$ cat src/hdl/rcfr_pkg.sv
// Package: item types, frame constants and internal handoff structs for the RC frame receiver
`timescale 1ns / 1ps
`default_nettype none
package rcfr_pkg;

  localparam logic [7:0]  HDR_FIRST  = 8'h20;
  localparam logic [7:0]  HDR_SECOND = 8'h40;
  localparam logic [15:0] CKSUM_INIT = 16'hFFFF;
  localparam int          POS_W      = 6;
  localparam int          IDX_W      = 4;

  typedef struct packed {
    logic [7:0] rx_byte;
    logic       flush;
  } in_item_t;

  typedef struct packed {
    logic [IDX_W-1:0] channel_index;
    logic [15:0]      channel_value;
    logic             frame_status;
    logic             last_of_frame;
  } out_item_t;

  typedef struct packed {
    logic valid;
    logic ok;
  } frame_evt_t;

  typedef struct packed {
    logic             valid;
    logic             hi;
    logic [IDX_W-1:0] idx;
    logic [7:0]       data;
  } stage_wr_t;

endpackage
`default_nettype wire

$ cat src/hdl/rcfr_parser.sv
// Header hunt, byte position tracking and running checksum for one frame
`timescale 1ns / 1ps
`default_nettype none
module rcfr_parser #(
  parameter int CHANNEL_COUNT = 14
) (
  input  wire logic              clk,
  input  wire logic              rst_n,
  input  wire logic              fire,
  input  wire rcfr_pkg::in_item_t item,
  output rcfr_pkg::frame_evt_t   evt_o,
  output rcfr_pkg::stage_wr_t    wr_o,
  output logic                   at_last_o
);

  localparam int DATA_END  = 2 + 2 * CHANNEL_COUNT;
  localparam int FRAME_LEN = DATA_END + 2;

  logic [rcfr_pkg::POS_W-1:0] pos_r, pos_nxt;
  logic [15:0]                cks_r, cks_nxt;
  logic [7:0]                 low_r, low_nxt;
  logic [rcfr_pkg::POS_W-1:0] off;
  logic [7:0]                 b;

  assign b         = item.rx_byte;
  assign off       = pos_r - rcfr_pkg::POS_W'(2);
  assign at_last_o = (pos_r == rcfr_pkg::POS_W'(FRAME_LEN - 1));

  always_comb begin
    pos_nxt     = pos_r;
    cks_nxt     = cks_r;
    low_nxt     = low_r;
    evt_o.valid = 1'b0;
    evt_o.ok    = ({b, low_r} == cks_r);
    wr_o.valid  = 1'b0;
    wr_o.hi     = off[0];
    wr_o.idx    = off[rcfr_pkg::IDX_W:1];
    wr_o.data   = b;
    if (fire) begin
      priority if (item.flush) begin
        pos_nxt = '0;
      end else if (pos_r == '0) begin
        if (b == rcfr_pkg::HDR_FIRST) begin
          cks_nxt = rcfr_pkg::CKSUM_INIT - {8'd0, b};
          pos_nxt = rcfr_pkg::POS_W'(1);
        end
      end else if (pos_r == rcfr_pkg::POS_W'(1)) begin
        if (b == rcfr_pkg::HDR_SECOND) begin
          cks_nxt = cks_r - {8'd0, b};
          pos_nxt = rcfr_pkg::POS_W'(2);
        end else begin
          pos_nxt = '0;
        end
      end else if (pos_r < rcfr_pkg::POS_W'(DATA_END)) begin
        wr_o.valid = 1'b1;
        cks_nxt    = cks_r - {8'd0, b};
        pos_nxt    = pos_r + rcfr_pkg::POS_W'(1);
      end else if (pos_r == rcfr_pkg::POS_W'(DATA_END)) begin
        low_nxt = b;
        pos_nxt = pos_r + rcfr_pkg::POS_W'(1);
      end else if (at_last_o) begin
        evt_o.valid = 1'b1;
        pos_nxt     = '0;
      end else begin
        pos_nxt = '0;
      end
    end
  end

  always_ff @(posedge clk) begin
    if (!rst_n) begin
      pos_r <= '0;
      cks_r <= rcfr_pkg::CKSUM_INIT;
    end else begin
      pos_r <= pos_nxt;
      cks_r <= cks_nxt;
    end
    low_r <= low_nxt;
  end

  a_pos_range: assert property (@(posedge clk) disable iff (!rst_n)
    pos_r <= rcfr_pkg::POS_W'(FRAME_LEN - 1))
    else $error("byte position beyond frame");
  a_flush_resync: assert property (@(posedge clk) disable iff (!rst_n)
    fire && item.flush |=> pos_r == '0)
    else $error("flush did not restart the hunt");
  a_end_resync: assert property (@(posedge clk) disable iff (!rst_n)
    fire && at_last_o |=> pos_r == '0)
    else $error("frame end did not restart the hunt");

endmodule
`default_nettype wire

$ cat src/hdl/rcfr_drain.sv
// Channel staging, frame snapshot and result drain into the output register
`timescale 1ns / 1ps
`default_nettype none
module rcfr_drain #(
  parameter int CHANNEL_COUNT = 14
) (
  input  wire logic                 clk,
  input  wire logic                 rst_n,
  input  wire rcfr_pkg::stage_wr_t  wr_i,
  input  wire rcfr_pkg::frame_evt_t evt_i,
  output logic                      ready_o,
  input  wire logic                 out_stall,
  output logic                      out_valid,
  output rcfr_pkg::out_item_t       out_item
);

  localparam int CH_W = (CHANNEL_COUNT > 1) ? $clog2(CHANNEL_COUNT) : 1;

  logic [15:0] staged_r [CHANNEL_COUNT];
  logic [15:0] shadow_r [CHANNEL_COUNT];
  logic                       busy_r, busy_nxt;
  logic                       err_r, err_nxt;
  logic [rcfr_pkg::IDX_W-1:0] idx_r, idx_nxt;
  logic                       out_valid_r, out_valid_nxt;
  rcfr_pkg::out_item_t        out_item_r, out_item_nxt;
  logic                       load;
  logic                       last_ch;

  assign ready_o   = !busy_r;
  assign out_valid = out_valid_r;
  assign out_item  = out_item_r;
  assign load      = busy_r && (!out_valid_r || !out_stall);
  assign last_ch   = (idx_r == rcfr_pkg::IDX_W'(CHANNEL_COUNT - 1));

  always_comb begin
    busy_nxt      = busy_r;
    err_nxt       = err_r;
    idx_nxt       = idx_r;
    out_item_nxt  = out_item_r;
    out_valid_nxt = out_valid_r && out_stall;
    if (load) begin
      out_valid_nxt = 1'b1;
      if (err_r) begin
        out_item_nxt.channel_index = '0;
        out_item_nxt.channel_value = '0;
        out_item_nxt.frame_status  = 1'b1;
        out_item_nxt.last_of_frame = 1'b1;
        busy_nxt                   = 1'b0;
      end else begin
        out_item_nxt.channel_index = idx_r;
        out_item_nxt.channel_value = shadow_r[idx_r[CH_W-1:0]];
        out_item_nxt.frame_status  = 1'b0;
        out_item_nxt.last_of_frame = last_ch;
        if (last_ch) begin
          busy_nxt = 1'b0;
        end else begin
          idx_nxt = idx_r + rcfr_pkg::IDX_W'(1);
        end
      end
    end
    if (evt_i.valid) begin
      busy_nxt = 1'b1;
      err_nxt  = !evt_i.ok;
      idx_nxt  = '0;
    end
  end

  always_ff @(posedge clk) begin
    if (wr_i.valid) begin
      if (wr_i.hi) begin
        staged_r[wr_i.idx[CH_W-1:0]][15:8] <= wr_i.data;
      end else begin
        staged_r[wr_i.idx[CH_W-1:0]][7:0] <= wr_i.data;
      end
    end
    if (evt_i.valid) begin
      shadow_r <= staged_r;
    end
  end

  always_ff @(posedge clk) begin
    if (!rst_n) begin
      busy_r      <= 1'b0;
      err_r       <= 1'b0;
      idx_r       <= '0;
      out_valid_r <= 1'b0;
    end else begin
      busy_r      <= busy_nxt;
      err_r       <= err_nxt;
      idx_r       <= idx_nxt;
      out_valid_r <= out_valid_nxt;
    end
    out_item_r <= out_item_nxt;
  end

  a_evt_when_free: assert property (@(posedge clk) disable iff (!rst_n)
    evt_i.valid |-> !busy_r)
    else $error("frame completed while previous frame still draining");
  a_idx_range: assert property (@(posedge clk) disable iff (!rst_n)
    busy_r && !err_r |-> idx_r <= rcfr_pkg::IDX_W'(CHANNEL_COUNT - 1))
    else $error("drain index out of range");
  a_last_marked: assert property (@(posedge clk) disable iff (!rst_n)
    $fell(busy_r) |-> out_valid_r && out_item_r.last_of_frame)
    else $error("drain ended without a marked last item");

endmodule
`default_nettype wire

$ cat src/hdl/rc_channel_frame_receiver.sv
// Top level: RC channel frame receiver with byte input and channel result output
// Takes one received byte per cycle and gives at most one result per cycle. A 32-byte
// frame (two header bytes 0x20 0x40, CHANNEL_COUNT little-endian channel words, a
// little-endian checksum of 0xFFFF minus all earlier bytes) yields CHANNEL_COUNT channel
// items, the last one marked, or a single checksum-error item. Channel bytes are staged
// as they arrive and the whole set is copied to a snapshot when the checksum byte lands,
// so the next frame is received while the previous one drains. Input stalls only when
// a checksum byte arrives while the snapshot still drains; flush drops a partial frame
// and restarts the hunt.
`timescale 1ns / 1ps
`default_nettype none
module rc_channel_frame_receiver #(
  parameter int CHANNEL_COUNT = 14
) (
  input  wire logic                clk,
  input  wire logic                rst_n,
  input  wire logic                in_valid,
  output logic                     in_stall,
  input  wire rcfr_pkg::in_item_t  in_item,
  output logic                     out_valid,
  input  wire logic                out_stall,
  output rcfr_pkg::out_item_t      out_item
);

  rcfr_pkg::frame_evt_t evt;
  rcfr_pkg::stage_wr_t  wr;
  logic                 at_last;
  logic                 drain_ready;
  logic                 in_fire;

  assign in_stall = at_last && !drain_ready;
  assign in_fire  = in_valid && !in_stall;

  rcfr_parser #(
    .CHANNEL_COUNT(CHANNEL_COUNT)
  ) u_parser (
    .clk      (clk),
    .rst_n    (rst_n),
    .fire     (in_fire),
    .item     (in_item),
    .evt_o    (evt),
    .wr_o     (wr),
    .at_last_o(at_last)
  );

  rcfr_drain #(
    .CHANNEL_COUNT(CHANNEL_COUNT)
  ) u_drain (
    .clk      (clk),
    .rst_n    (rst_n),
    .wr_i     (wr),
    .evt_i    (evt),
    .ready_o  (drain_ready),
    .out_stall(out_stall),
    .out_valid(out_valid),
    .out_item (out_item)
  );

endmodule
`default_nettype wire
$ cat config.mk
export PLATFORM = sky130hd
export DESIGN_NAME = rc_channel_frame_receiver
export DESIGN_NICKNAME = d
export VERILOG_FILES = /design/src/hdl/rcfr_pkg.sv /design/src/hdl/rcfr_parser.sv /design/src/hdl/rcfr_drain.sv /design/src/hdl/rc_channel_frame_receiver.sv
export SDC_FILE = /design/constraint.sdc
export NUM_CORES = 1
export LEC_CHECK = 0
export BUFFER_PORTS_ARGS = -buffer_cell sky130_fd_sc_hd__buf_2
export CAP_MARGIN = 25
export CELL_PAD_IN_SITES_DETAIL_PLACEMENT = 0
export CELL_PAD_IN_SITES_GLOBAL_PLACEMENT = 2
export CORE_MARGIN = 1.5
export CORE_UTILIZATION = 28
export CTS_BUF_LIST = sky130_fd_sc_hd__clkbuf_2 sky130_fd_sc_hd__clkbuf_4 sky130_fd_sc_hd__clkbuf_8
export CTS_CLUSTER_DIAMETER = 120
export CTS_CLUSTER_SIZE = 16
export DETAILED_ROUTE_END_ITERATION = 8
export HOLD_SLACK_MARGIN = 0.02
export PLACE_DENSITY = 0.52
export REMOVE_ABC_BUFFERS = 1
export SYNTH_ARGS = -nofsm -noshare
export SYNTH_HDL_FRONTEND = slang
export SYNTH_SLANG_ARGS = --single-unit
$ cat constraint.sdc
create_clock -name clk -period 9.7 [get_ports clk]
set_clock_uncertainty 0.1 [all_clocks]
set_input_delay 0.485 -clock clk [delete_from_list [all_inputs] [get_ports clk]]
set_output_delay 0.485 -clock clk [all_outputs]
set_load 0.005 [all_outputs]
# Word level (Yosys, flattened, before mapping)

Cells that the tools add are included.

Muxes and demuxes: 40
Order comparisons: 4
Bitwise logic cells: 9
Reductions and logical operators: 20
Add/sub/neg operators: 5
Equal/unequal tests: 10

Operators with widths:

| cell                                                | count |
|---|---|
| bitwise mux 224 bit                                 | 2 |
| two-way mux 224 bit                                 | 1 |
| demux 16 bit (select 4 bit)                         | 2 |
| two-way mux 16 bit                                  | 8 |
| binary-select mux 16 bit (select 4 bit)             | 1 |
| two-way mux 6 bit                                   | 6 |
| two-way mux 1 bit                                   | 17 |
| equality test 16 bit                                | 1 |
| subtractor 16 x 8 -> 16 bit                         | 1 |
| equality test 6 x 5 -> 1 bit, second input constant | 2 |
| >= comparator 5 bit, second input constant          | 2 |
| inverter 4 -> 5 bit                                 | 2 |
| subtractor 1 x 9 -> 10 bit, first input constant    | 1 |
| equality test 8 x 6 -> 1 bit, second input constant | 1 |
| equality test 8 x 7 -> 1 bit, second input constant | 1 |
| two-way mux 8 bit                                   | 1 |
| inverter 1 bit                                      | 7 |
| adder 6 x 1 -> 6 bit, second input constant         | 1 |
| equality test 6 x 1 -> 1 bit, second input constant | 1 |
| logical NOT 6 bit                                   | 1 |
| < comparator 6 x 5 -> 1 bit, second input constant  | 1 |
| AND reduction 6 bit                                 | 1 |
| nonzero test 3 bit                                  | 2 |
| logical AND 1 bit                                   | 5 |
| 15 further kinds                                    | 20 |

Register bits: 507
Word-level logic and storage cells: 127
Output and inout bits: 24
Input bits: 13

# Logic depth before layout (Yosys ltp)

Gate-level depths: netlist of the first run.

Word-level depth: 10
Gate-level depth with buffers: 9
Mapped depth without buffers: 9

# By module

Synthesis of the first run repeated with hierarchy kept, for this count alone.

Cells, all modules: 1267
Area, all modules: 20012.9 um^2

By module, submodules not included:

| module                    | times used | area each (um^2) | cells an instance |
|---|---|---|---|
| rcfr_drain                | 1          | 17767.0          | 1017 |
| rcfr_parser               | 1          | 2223.4           | 248 |
| rc_channel_frame_receiver | 1          | 22.5             | 2 |

# Worst setup path before layout of the first run

No wires, ideal clock.

Path type: register to register
Start: reg u_parser.pos_r[0] (netlist name)
End: reg u_drain.shadow_r[0] (netlist name) (enable)
Clock period less this slack: 6407 ps
Cell stages (with the launch flop): 8
Path buffers: 0
Arrival time: 5732 ps
Setup time: 575 ps
Setup slack: 3293 ps
Path through: dfxtp_1 -> ha_1 -> and4b_1 -> nand3_1 -> inv_1 -> nor3b_1 -> nand2_1 -> inv_1

RTL lines:

| element                      | line                            | RTL |
|---|---|---|
| start, declared              | rcfr_parser.sv:19               | `logic [rcfr_pkg::POS_W-1:0] pos_r, pos_nxt;` |
| start signal, assigned       | rcfr_parser.sv:75               | `pos_r <= pos_nxt;` |
| equality test 6 x 5 -> 1 bit | rcfr_parser.sv:27               | `assign at_last_o = (pos_r == rcfr_pkg::POS_W'(FRAME_LEN - 1));` |
| logical AND 1 bit            | rc_channel_frame_receiver.sv:31 | `assign in_stall = at_last && !drain_ready;` |
| net in_stall                 | rc_channel_frame_receiver.sv:18 | `output logic in_stall,` |
| logical NOT 1 bit            | rc_channel_frame_receiver.sv:32 | `assign in_fire = in_valid && !in_stall;` |
| logical AND 1 bit            | rc_channel_frame_receiver.sv:32 |  |
| two-way mux 1 bit            | rcfr_parser.sv:39               | `if (fire) begin` |
| end signal, assigned         | rcfr_drain.sv:77                | `shadow_r <= staged_r;` |
| end, declared                | rcfr_drain.sv:20                | `logic [15:0] shadow_r [CHANNEL_COUNT];` |

The timed path passes the listed nets, and every way through them passes these cells.
A chain may end at the register's enable or synchronous reset.

# Worst setup path in the final report of the first run

Start: reg u_parser.pos_r[0] (netlist name)
End: reg u_drain.shadow_r[65] (netlist name) (enable)

Longest elaborated chain between the ends: 8

RTL lines:

| element                                                             | line |
|---|---|
| branches (longest 7 deep; another with < comparator 6 x 5 -> 1 bit) | - |
| two-way mux 1 bit *                                                 | rcfr_parser.sv:39 |

Mark *: on every way between the ends.

==> impl_metrics.csv, run 1 <==
group,metric,value,unit
logic_synthesis,synth-simple-area-share,0.0917,
placed_design,port_buffers,36,
placed_design,place_area,20800,µm²
routing,drc,0,
floorplan,ios,37,
routing,drt_wl_total,46900,µm
logic_synthesis,async_flop_share,0,
placed_design,gp_congestion,0.744,
routing,drt-initial-drc-count,555,
floorplan,dieArea,71800,µm²
sta,fin_crit,3890,ps
critical_path,endpoint_kind,"flop",
logic_synthesis,yosys.area.top_type_share,0.730,
grt,grt_pass1_vias,9980,
routing,post_drt_via_cell_ratio,4.42,
critical_path,cpPeakStageDelay,810,ps
sta,relSlewSlack,0.355,
routing,wl_per_cell,21.1,µm
clock_tree,clk_pin_slew_worst_paths,110,ps
logic_synthesis,synth_xor_xnor_area_share,0.0125,
hold_path,min_path_type,"primary input to flop",
critical_path,reg2reg_slack,5810,ps
routing,dr_total_vias,9819,
logic_synthesis,yosys_register_bits,507,
critical_path,critical_path_class,"flop to flop",
logic_synthesis,synth_compound_area_frac,0.0306,
layout,drive_gt1_frac,0.127,
floorplan,placementRows,96,
grt,antenna_found_initial,1,
sta,worst_hold_slack,83.5,ps
clock_tree,cts_buffer_depth,3,
hold_path,worst_hold_startpoint,"in_item[6]",
logic_synthesis,ys.flop_type,"edfxtp_1",
layout,stdcell_area,21500,µm²
critical_path,worst-endpoint-arrival,4030,ps
critical_path,critical_path_buf_inv_count,3,
layout,instances_no_fill,2223,
sta,final.setup.worst_slack,5810,ps
floorplan,die_h,268,µm
grt,gr-total-overflow,0,
power,p_per_area,165,nW/µm²
layout,nets,1311,
logic_synthesis,synth.distinct_cells,59,
logic_synthesis,yosysSeqAreaShare,0.760,
critical_path,startpoint_type,"flop",
power,power,3.54,mW
logic_synthesis,synth_edf_count,478,
sta,hold_viol,0,
logic_synthesis,ys_warn_count,0,
floorplan,die_w,268,µm
logic_synthesis,synth_top_area_cell,"edfxtp_1",
routing,drtPass1Iterations,5,
critical_path,r2r-start,"u_parser.pos_r[0]",
critical_path,cp_cell_sequence,"ha_1, and4b_1, nand3_1, inv_1, nor3b_1, nand2_1, inv_8, buf_4",
logic_synthesis,syn_avg_cell_area,15.5,µm²
grt,grt_pass1_wl,68800,µm
clock_tree,post_cts_buffers,0,
sta,worst_slew_pin_slew,964,ps
hold_path,hold_depth,1,
logic_synthesis,synth_top_family_by_area,"simple AND/OR/NAND/NOR gates",
power,power.switching,0.749,mW
logic_synthesis,mappedNetlistArea,19700,µm²
placed_design,dp.cells,2175,
clock_tree,htree_levels,2,
clock_tree,cts_tree,"yes",
logic_synthesis,synth_adder_area_share,0.00993,
layout,syn2layout_area_growth,9.18,%
power,intPower,2.80,mW
layout,fillers,6715,
sta,period_share,0.401,
logic_synthesis,synth_common_cells,"edfxtp_1 (478), nor2_1 (315), clkbuf_1 (54)",
logic_synthesis,synth.mux.area_fraction,0.0724,
logic_synthesis,synth_area_leaders,"edfxtp_1 (73%), nor2_1 (6.0%), mux4_2 (5.5%), dfxtp_1 (3.0%), mux2i_1 (1.7%)",
sta,finalSetupViolations,0,
placed_design,dp_slack,5740,ps
sta,fmax,257,MHz
critical_path,crit_family,"buffers and inverters",
power,p_leak,6.27,nW
critical_path,cp_max_fo,99,
power,clock_power_share,0.309,
clock_tree,clock_sinks,507,
run,maxCapViolCount,0,
layout,finalCoreUtilization,0.311,
power,p_comb_frac,0.024,
critical_path,slowest_stage,"buf_4",
clock_tree,holdBufCountCts,0,
sta,fin_tns_setup,0,ps
placed_design,dp_hpwl,30700,µm
grt,grtUsageTotal,0.133,
critical_path,reg2reg_depth,8,
critical_path,critPathRequiredTime,9840,ps
floorplan,coreArea,69100,µm²
logic_synthesis,yosys.cell_count.top_type,"edfxtp_1",
sta,slew_violations,0,
clock_tree,post_cts_resized,0,
sta,grt_setup_unrepaired,"false",
logic_synthesis,syn_inst,1265,
power,peakVddDrop,0.0791,mV
power,sw_frac_of_total,0.211,
critical_path,worstReg2RegEnd,"u_drain.shadow_r[65]",
run_status,status,"complete, no violations",
grt,grt_start_max_net_pins,100,
clock_tree,cts_made_buffers,37,
hold_path,holdPathEnd,"u_parser.low_r[5]",
floorplan,start_util,0.285,
clock_tree,clock_latency,630,ps
clock_tree,cts_root_buf,"clkbuf_8",
power,seq_power_share,0.667,
routing,ant_nets,0,
[registers in the layout, summed over array words and instances, names as in the netlist]
register / cells
u_drain.err_r: 1
u_parser.pos_r: 6
u_drain.out_valid: 1
u_drain.shadow_r: 224
u_parser.cks_r: 16
u_drain.busy_r: 1
u_drain.out_item: 22
u_drain.idx_r: 4
u_parser.low_r: 8
u_drain.staged_r: 224
[layout make-up]
class	instances	area (µm²)	area share
Antenna cell	1	2.50	0.000117
Clock buffer	45	582	0.0271
Clock inverter	2	37.5	0.00175
Inverter	39	154	0.00717
Multi-Input combinational cell	645	4270	0.199
Sequential cell	507	14900	0.696
Tap cell	931	1160	0.0543
Timing Repair Buffer	53	308	0.0143
[cells by family after synthesis]
| group | Yosys count |
|---|---|
| DFF | 507 |
| and+or+nand+nor | 429 |
| buffers and inverters | 113 |
| AOI/OAI and AO/OA | 91 |
| muxes | 82 |
| xor gates and xnor gates | 28 |
| adders and majority gates | 15 |
[power by group through the flow]
stage                     Clock, mW  Combinational [mW]  Sequential (mW)
after floorplan                   0              0.0473             2.41
after global placement            0              0.0868             2.42
after detailed placement          0              0.0862             2.42
after CTS                      1.15              0.0864             2.37
after global routing           1.21              0.0936             2.37
final                          1.10              0.0839             2.37
[routing by layer]
layer,up-vias,share of wire,track usage
li1,4637,-,-
met1,4958,0.47,0.188
met2,175,0.47,0.213
met3,49,0.041,0.0241
met4,0,0.017,0.0307
met5,-,0,0
[layout by cell type (no fill, tap or decap), types with 3 or more instances in the layout]
cell	Yosys	final
nor2_1	315	314
inv_1	39	38
and3_1	4	4
xor2_1	4	4
ha_1	14	14
edfxtp_1	478	478
buf_2	5	36
dfxtp_1	29	26
clkbuf_8	0	39
o31ai_1	4	4
and4_1	3	3
nand2_1	45	45
o21ai_0	17	17
xnor2_1	24	24
nor2b_1	9	9
clkbuf_4	0	6
a31oi_1	4	4
nor3_1	8	8
buf_4	4	17
a32oi_1	3	3
o22ai_1	18	18
mux4_2	48	48
nand3_1	12	12
mux2i_1	33	33
nand4_1	8	8
a21oi_1	23	23
o211ai_1	5	5
or3_1	3	3
nor4_1	5	5
[worst max path at each step]
stage,start,to,slack (ps),cells past startpoint
CTS,u_parser.pos_r[0],u_drain.shadow_r[65],5670,8
floorplan,u_parser.pos_r[0],u_drain.shadow_r[0],3180,7
detailed placement,u_parser.pos_r[0],u_drain.shadow_r[37],5740,8
finish,u_parser.pos_r[0],u_drain.shadow_r[65],5810,8
global route,u_parser.pos_r[0],u_drain.shadow_r[65],5440,8
global placement,u_parser.pos_r[0],u_drain.shadow_r[81],5810,8
No activity file was read; power rests on OpenSTA's default activity.
==> run 2, diff against run 1 <==
--- a/config.mk
+++ b/config.mk
@@ -5,6 +5,7 @@
 export SDC_FILE = /design/constraint.sdc
 export NUM_CORES = 1
 export LEC_CHECK = 0
+export ABC_AREA = 1
 export BUFFER_PORTS_ARGS = -buffer_cell sky130_fd_sc_hd__buf_2
 export CAP_MARGIN = 25
 export CELL_PAD_IN_SITES_DETAIL_PLACEMENT = 0
@@ -16,7 +17,7 @@
 export CTS_CLUSTER_SIZE = 16
 export DETAILED_ROUTE_END_ITERATION = 8
 export HOLD_SLACK_MARGIN = 0.02
-export PLACE_DENSITY = 0.52
+export PLACE_DENSITY = 0.54
 export REMOVE_ABC_BUFFERS = 1
 export SYNTH_ARGS = -nofsm -noshare
 export SYNTH_HDL_FRONTEND = slang
==> constraint.sdc (replaced) <==
create_clock -name clk -period 3.9 [get_ports clk]
set_clock_uncertainty 0.1 [all_clocks]
set_input_delay 0.195 -clock clk [delete_from_list [all_inputs] [get_ports clk]]
set_output_delay 0.195 -clock clk [all_outputs]
set_load 0.005 [all_outputs]
==> run 2 against run 1 <==
  * Largest cell class unchanged
  * Register-to-register slack got worse by 4900 ps
  * Critical path depth did not move
  * Die area grew 1.6%
  * Clock power rose to 2.6 times the previous value
  * Sequential cell count is the same
==> impl_metrics.csv, run 2 <==
group,metric,value,unit
run_status,status,"complete, no violations",
sta,finalSetupViolations,0,
placed_design,dp_slack,966,ps
critical_path,cp_max_fo,14,
logic_synthesis,synth_edf_count,478,
routing,ant_nets,0,
sta,period_share,0.757,
logic_synthesis,yosys_register_bits,507,
critical_path,cp_cell_sequence,"inv_1, ha_1, nand3_2, nand2_2, nor3_2, nand2_1, buf_4, nor2_1",
floorplan,ios,37,
floorplan,die_w,270,µm
clock_tree,clock_sinks,507,
sta,grt_setup_unrepaired,"false",
placed_design,dp.cells,2542,
power,p_leak,7.15,nW
floorplan,coreArea,70300,µm²
run,maxCapViolCount,0,
placed_design,gp_congestion,0.758,
sta,slew_violations,0,
floorplan,die_h,270,µm
logic_synthesis,yosys.area.top_type_share,0.719,
logic_synthesis,yosysSeqAreaShare,0.748,
clock_tree,cts_root_buf,"clkbuf_8",
clock_tree,clk_pin_slew_worst_paths,110,ps
critical_path,critical_path_class,"flop to flop",
clock_tree,cts_tree,"yes",
logic_synthesis,synth_top_family_by_area,"simple AND/OR/NAND/NOR gates",
layout,drive_gt1_frac,0.104,
sta,worst_slew_pin_slew,1060,ps
grt,gr-total-overflow,0,
clock_tree,post_cts_resized,0,
routing,drtPass1Iterations,4,
routing,dr_total_vias,11900,
sta,final.setup.worst_slack,948,ps
placed_design,dp_hpwl,38000,µm
critical_path,cpPeakStageDelay,610,ps
logic_synthesis,synth.mux.area_fraction,0,
logic_synthesis,synth_xor_xnor_area_share,0.00614,
grt,grt_start_max_net_pins,115,
critical_path,critPathRequiredTime,4060,ps
hold_path,min_path_type,"primary input to flop",
floorplan,dieArea,72900,µm²
logic_synthesis,synth_common_cells,"edfxtp_1 (478), nor2_1 (413), nand2_1 (177)",
routing,drc,0,
sta,hold_viol,0,
layout,instances_no_fill,2615,
logic_synthesis,synth_area_leaders,"edfxtp_1 (72%), nor2_1 (7.8%), o21ai_0 (3.5%), nand2_1 (3.3%), dfxtp_1 (2.9%)",
layout,layout_common_cells,"edfxtp_1 (478), nor2_1 (413), nand2_1 (177)",
grt,grtUsageTotal,0.155,
logic_synthesis,mappedNetlistArea,20000,µm²
routing,post_drt_via_cell_ratio,4.56,
critical_path,endpoint_kind,"flop",
grt,antenna_found_initial,1,
layout,nets,1681,
floorplan,placementRows,97,
clock_tree,cts_buffer_depth,3,
grt,busiest_layer,"met2",
logic_synthesis,async_flop_share,0,
grt,grt_pass1_vias,11900,
layout,finalCoreUtilization,0.316,
grt,grt_pass1_wl,82300,µm
sta,relSlewSlack,0.291,
critical_path,startpoint_type,"flop",
grt,gr-usage-met3,0.0239,
sta,fmax,339,MHz
clock_tree,htree_levels,2,
layout,fillers,7010,
logic_synthesis,synth_compound_area_frac,0.0634,
logic_synthesis,syn_avg_cell_area,12.4,µm²
grt,use_met2,0.259,
floorplan,start_util,0.284,
logic_synthesis,synth-simple-area-share,0.141,
sta,fin_crit,2950,ps
logic_synthesis,synth_top_area_cell,"edfxtp_1",
power,p_per_area,402,nW/µm²
placed_design,port_buffers,36,
logic_synthesis,syn_inst,1606,
logic_synthesis,synth_adder_area_share,0.00978,
layout,syn2layout_area_growth,11.3,%
power,peakVddDrop,0.172,mV
grt,grt_use_met1,0.214,
critical_path,worst-endpoint-arrival,3110,ps
layout,final_common_cell,"edfxtp_1",
routing,wl_per_cell,21.8,µm
logic_synthesis,yosys.cell_count.top_type,"edfxtp_1",
clock_tree,clock_latency,660,ps
clock_tree,cts_made_buffers,37,
logic_synthesis,synth.distinct_cells,38,
logic_synthesis,ys_warn_count,0,
logic_synthesis,ys.flop_type,"edfxtp_1",
routing,drt_wl_total,56900,µm
critical_path,slowest_stage,"dfxtp_1",
routing,drt-initial-drc-count,881,
[run 2: changes by cell type in the layout (fill, tap and decap cells not counted), sizes merged, moves of 19 or more]
| cell | change |
|---|---|
| mux2i | -33 |
| mux4 | -48 |
| o221ai | +19 |
| nand2 | +137 |
| nand3 | +46 |
| buf | +32 |
| nor2 | +103 |
| inv | +24 |
| xnor2 | -19 |
| o21ai | +138 |
[run 2: area by class of cell]
cell class / instances / area (µm²) / share of cell area
clock inverters: 4 / 32.5 / 0.00146
clock buffers: 56 / 652 / 0.0293
flip-flops and latches: 507 / 14900 / 0.673
well taps: 940 / 1180 / 0.0529
repair buffers: 97 / 768 / 0.0346
multi-input cells: 948 / 4410 / 0.198
inverters: 62 / 234 / 0.0105
diodes: 1 / 2.50 / 0.000113
[run 2: final timing paths]
path / start / end / slack (ps) / cells after the start
worst min-delay path: out_stall / u_drain.out_valid / 290 / 4
worst max register to register: u_parser.pos_r[0] / u_drain.staged_r[96] / 950 / 8
worst min register to register: u_drain.staged_r[84] / u_drain.shadow_r[84] / 300 / 0
worst max-delay path: u_parser.pos_r[0] / u_drain.staged_r[96] / 950 / 8
[run 2: what timing repair did]
action                    4_1_cts  5_1_grt
buffers inserted                0        0
hold endpoints to repair       30        0
hold buffers                   12        0
[run 2: metrics by stage]
stage,TNS [ps],hold WS [ps],cell area (µm²),power [mW]
after global routing,0,294,22200,9.25
after floorplan,-1496440,179,19600,6.09
after detailed placement,0,305,21400,6.22
after CTS,0,220,22200,9.05
final,0,292,22200,8.93
after global placement,0,300,21300,6.21
[run 2: cells by family after synthesis]
group | Yosys count
AO/OA/AOI/OAI | 230
buffers and inverters | 151
AND/OR/NAND/NOR | 689
XOR/XNOR | 14
adder cells (fa/ha/maj) | 15
flip-flops | 507
[run 2: power by group]
part / switching (mW) / internal, mW / total [mW]
Sequential: 0.00789 / 5.86 / 5.86
Combinational: 0.176 / 0.0549 / 0.231
Clock: 1.75 / 1.08 / 2.83
[run 2: per-layer routing]
layer | up-vias | wire length [µm] | part of all wire
met3 | 46 | 2070 | 0.036
met5 | - | 0 | 0
li1 | 5696 | - | -
met2 | 227 | 27100 | 0.48
met1 | 5956 | 27000 | 0.47
met4 | 0 | 732 | 0.013
[run 2: worst max-delay path, delay by kind of cell (launching register included)]
kind                     cells  cell delay [ps]
buffers and inverters        2              560
adder cells (fa/ha/maj)      1              310
flip-flops                   1              610
AND/OR/NAND/NOR              5             1000
==> run 3, diff against run 2 <==
==> constraint.sdc (replaced) <==
create_clock -name clk -period 2.9 [get_ports clk]
set_clock_uncertainty 0.1 [all_clocks]
set_input_delay 0.145 -clock clk [delete_from_list [all_inputs] [get_ports clk]]
set_output_delay 0.145 -clock clk [all_outputs]
set_load 0.005 [all_outputs]
==> run 3 against run 2 <==
  * Final area rose by 1.8%
  * Global-route usage grew 0.56 points
  * Via count rose by 2.9%
  * Sequential share of layout area fell by 1.2 points
  * Fmax grew 15%
  * Total power is 34% higher
  * Sequential power up 35%
  * Register-to-register slack lost 600 ps
  * Critical path depth is the same
  * Clock-buffer cell count up 1
  * Non-clock buffer count is 49 higher
  * Utilization is 0.56 points higher
  * Largest cell class unchanged
==> impl_metrics.csv, run 3 (synthesized netlist as in run 2, its figures left out) <==
group,metric,value,unit
placed_design,place_area,21800,µm²
floorplan,ios,37,
layout,stdcell_area,22600,µm²
layout,drive_gt1_frac,0.128,
sta,period_share,0.881,
power,p_per_area,531,nW/µm²
routing,post_drt_via_cell_ratio,4.61,
clock_tree,cts_root_buf,"clkbuf_8",
critical_path,r2r-start,"u_parser.pos_r[2]",
routing,ant_nets,0,
power,power,12.0,mW
placed_design,port_buffers,36,
grt,grt_pass1_vias,12600,
clock_tree,cts_tree,"yes",
run_status,status,"complete, no violations",
routing,drtPass1Iterations,5,
sta,fmax,391,MHz
sta,hold_viol,0,
routing,drt_wl_total,58800,µm
floorplan,die_w,270,µm
critical_path,reg2reg_slack,340,ps
clock_tree,cts_buffer_depth,3,
grt,antenna_found_initial,4,
floorplan,die_h,270,µm
placed_design,dp_hpwl,39100,µm
hold_path,min_path_type,"primary input to flop",
clock_tree,htree_levels,2,
sta,finalSetupViolations,0,
sta,worst_slew_pin_slew,848,ps
sta,fin_crit,2560,ps
grt,grt_start_max_net_pins,117,
routing,drc,0,
run,maxCapViolCount,0,
clock_tree,post_cts_buffers,0,
routing,dr_total_vias,12300,
critical_path,critPathRequiredTime,3090,ps
critical_path,reg2reg_depth,8,
routing,drt-initial-drc-count,752,
clock_tree,clk_pin_slew_worst_paths,130,ps
grt,grt_pass1_wl,85900,µm
layout,syn2layout_area_growth,13.2,%
sta,grt_setup_unrepaired,"false",
layout,fillers,7050,
layout,instances_no_fill,2663,
layout,nets,1730,
floorplan,dieArea,72900,µm²
placed_design,dp.cells,2590,
clock_tree,cts_made_buffers,37,
sta,slew_violations,0,
grt,grtUsageTotal,0.161,
critical_path,endpoint_kind,"flop",
critical_path,startpoint_type,"flop",
floorplan,placementRows,97,
routing,wl_per_cell,22.1,µm
critical_path,startpoint,"u_parser.pos_r[2]",
critical_path,critical_path_class,"flop to flop",
layout,layout_common_cells,"edfxtp_1 (478), nor2_1 (413), nand2_1 (177)",
sta,worst_hold_slack,243,ps
layout,multi_input_area,4410,µm²
sta,relSlewSlack,0.433,
layout,final_common_cell,"edfxtp_1",
floorplan,start_util,0.284,
clock_tree,clock_sinks,507,
placed_design,gp_congestion,0.754,
critical_path,worstReg2RegEnd,"u_drain.shadow_r[109]",
power,peakVddDrop,0.235,mV
grt,gr-total-overflow,0,
layout,ff_latch_area,14900,µm²
critical_path,critPathCapture,"u_drain.shadow_r[109]",
power,p_leak,7.21,nW
critical_path,cp_max_fo,46,
critical_path,worst-endpoint-arrival,2750,ps
clock_tree,clock_latency,620,ps
floorplan,coreArea,70300,µm²
## run 3: cell types whose count changed in the layout (fill, tap and decap cells not counted), sizes merged
cell,delta
buf,+48
clkbuf,+1
clkinv,+1
clkinvlp,-2
dlygate4sd3,+1
inv,-1
## run 3: how the worst min path moves through the flow
stage,startpoint,to,slack (ps),cells past startpoint
floorplan,rst_n,u_parser.cks_r[6],130,1
global placement,u_drain.staged_r[138],u_drain.shadow_r[138],300,0
detailed placement,u_drain.staged_r[115],u_drain.shadow_r[115],300,0
CTS,out_stall,u_drain.out_valid,180,4
global route,out_stall,u_drain.out_valid,240,4
finish,out_stall,u_drain.out_valid,240,4
## run 3: area by class of cell
type	count	area share
antenna	1	0.000111
clock buffer	57	0.0297
clock inverter	2	0.000609
inverter	62	0.0103
multi-input combinational	948	0.195
sequential	507	0.661
tap	940	0.0520
timing repair buffer	146	0.0515
## run 3: power by group
group          switching [mW]  internal [mW]  total [mW]
combinational           0.241         0.0844       0.325
clock                    2.30           1.48        3.79
sequential            0.00992           7.88        7.89
## run 3: per-layer routing
| layer | up-vias | wire (µm) | track usage |
|---|---|---|---|
| met2 | 246 | 27700 | 0.264 |
| met1 | 6172 | 28000 | 0.226 |
| met3 | 58 | 2050 | 0.0219 |
| li1 | 5791 | - | - |
| met5 | - | 31 | 0 |
| met4 | 4 | 1010 | 0.0346 |
## run 3: worst max-delay path, cell delays in order (launching register included)
cell and delay [ps]:
dfxtp_1 670, nand2_1 140, nor2_1 120, inv_1 80, nand2_2 140, inv_1 100, nor3_4 220, buf_12 320
buf_4 320
## run 3: timing repair
item	CTS	global route
resized for setup	0	0
setup endpoints to repair	0	0
endpoints found under the hold margin	30	0
hold buffers	13	0
## run 3: per-stage QoR
step	setup slack, ps	setup TNS, ps	util
after floorplan	-7640	-1738950	-
after global placement	330	0	0.310
after detailed placement	407	0	0.310
after CTS	348	0	0.322
after global routing	165	0	0.322
final	344	0	0.322
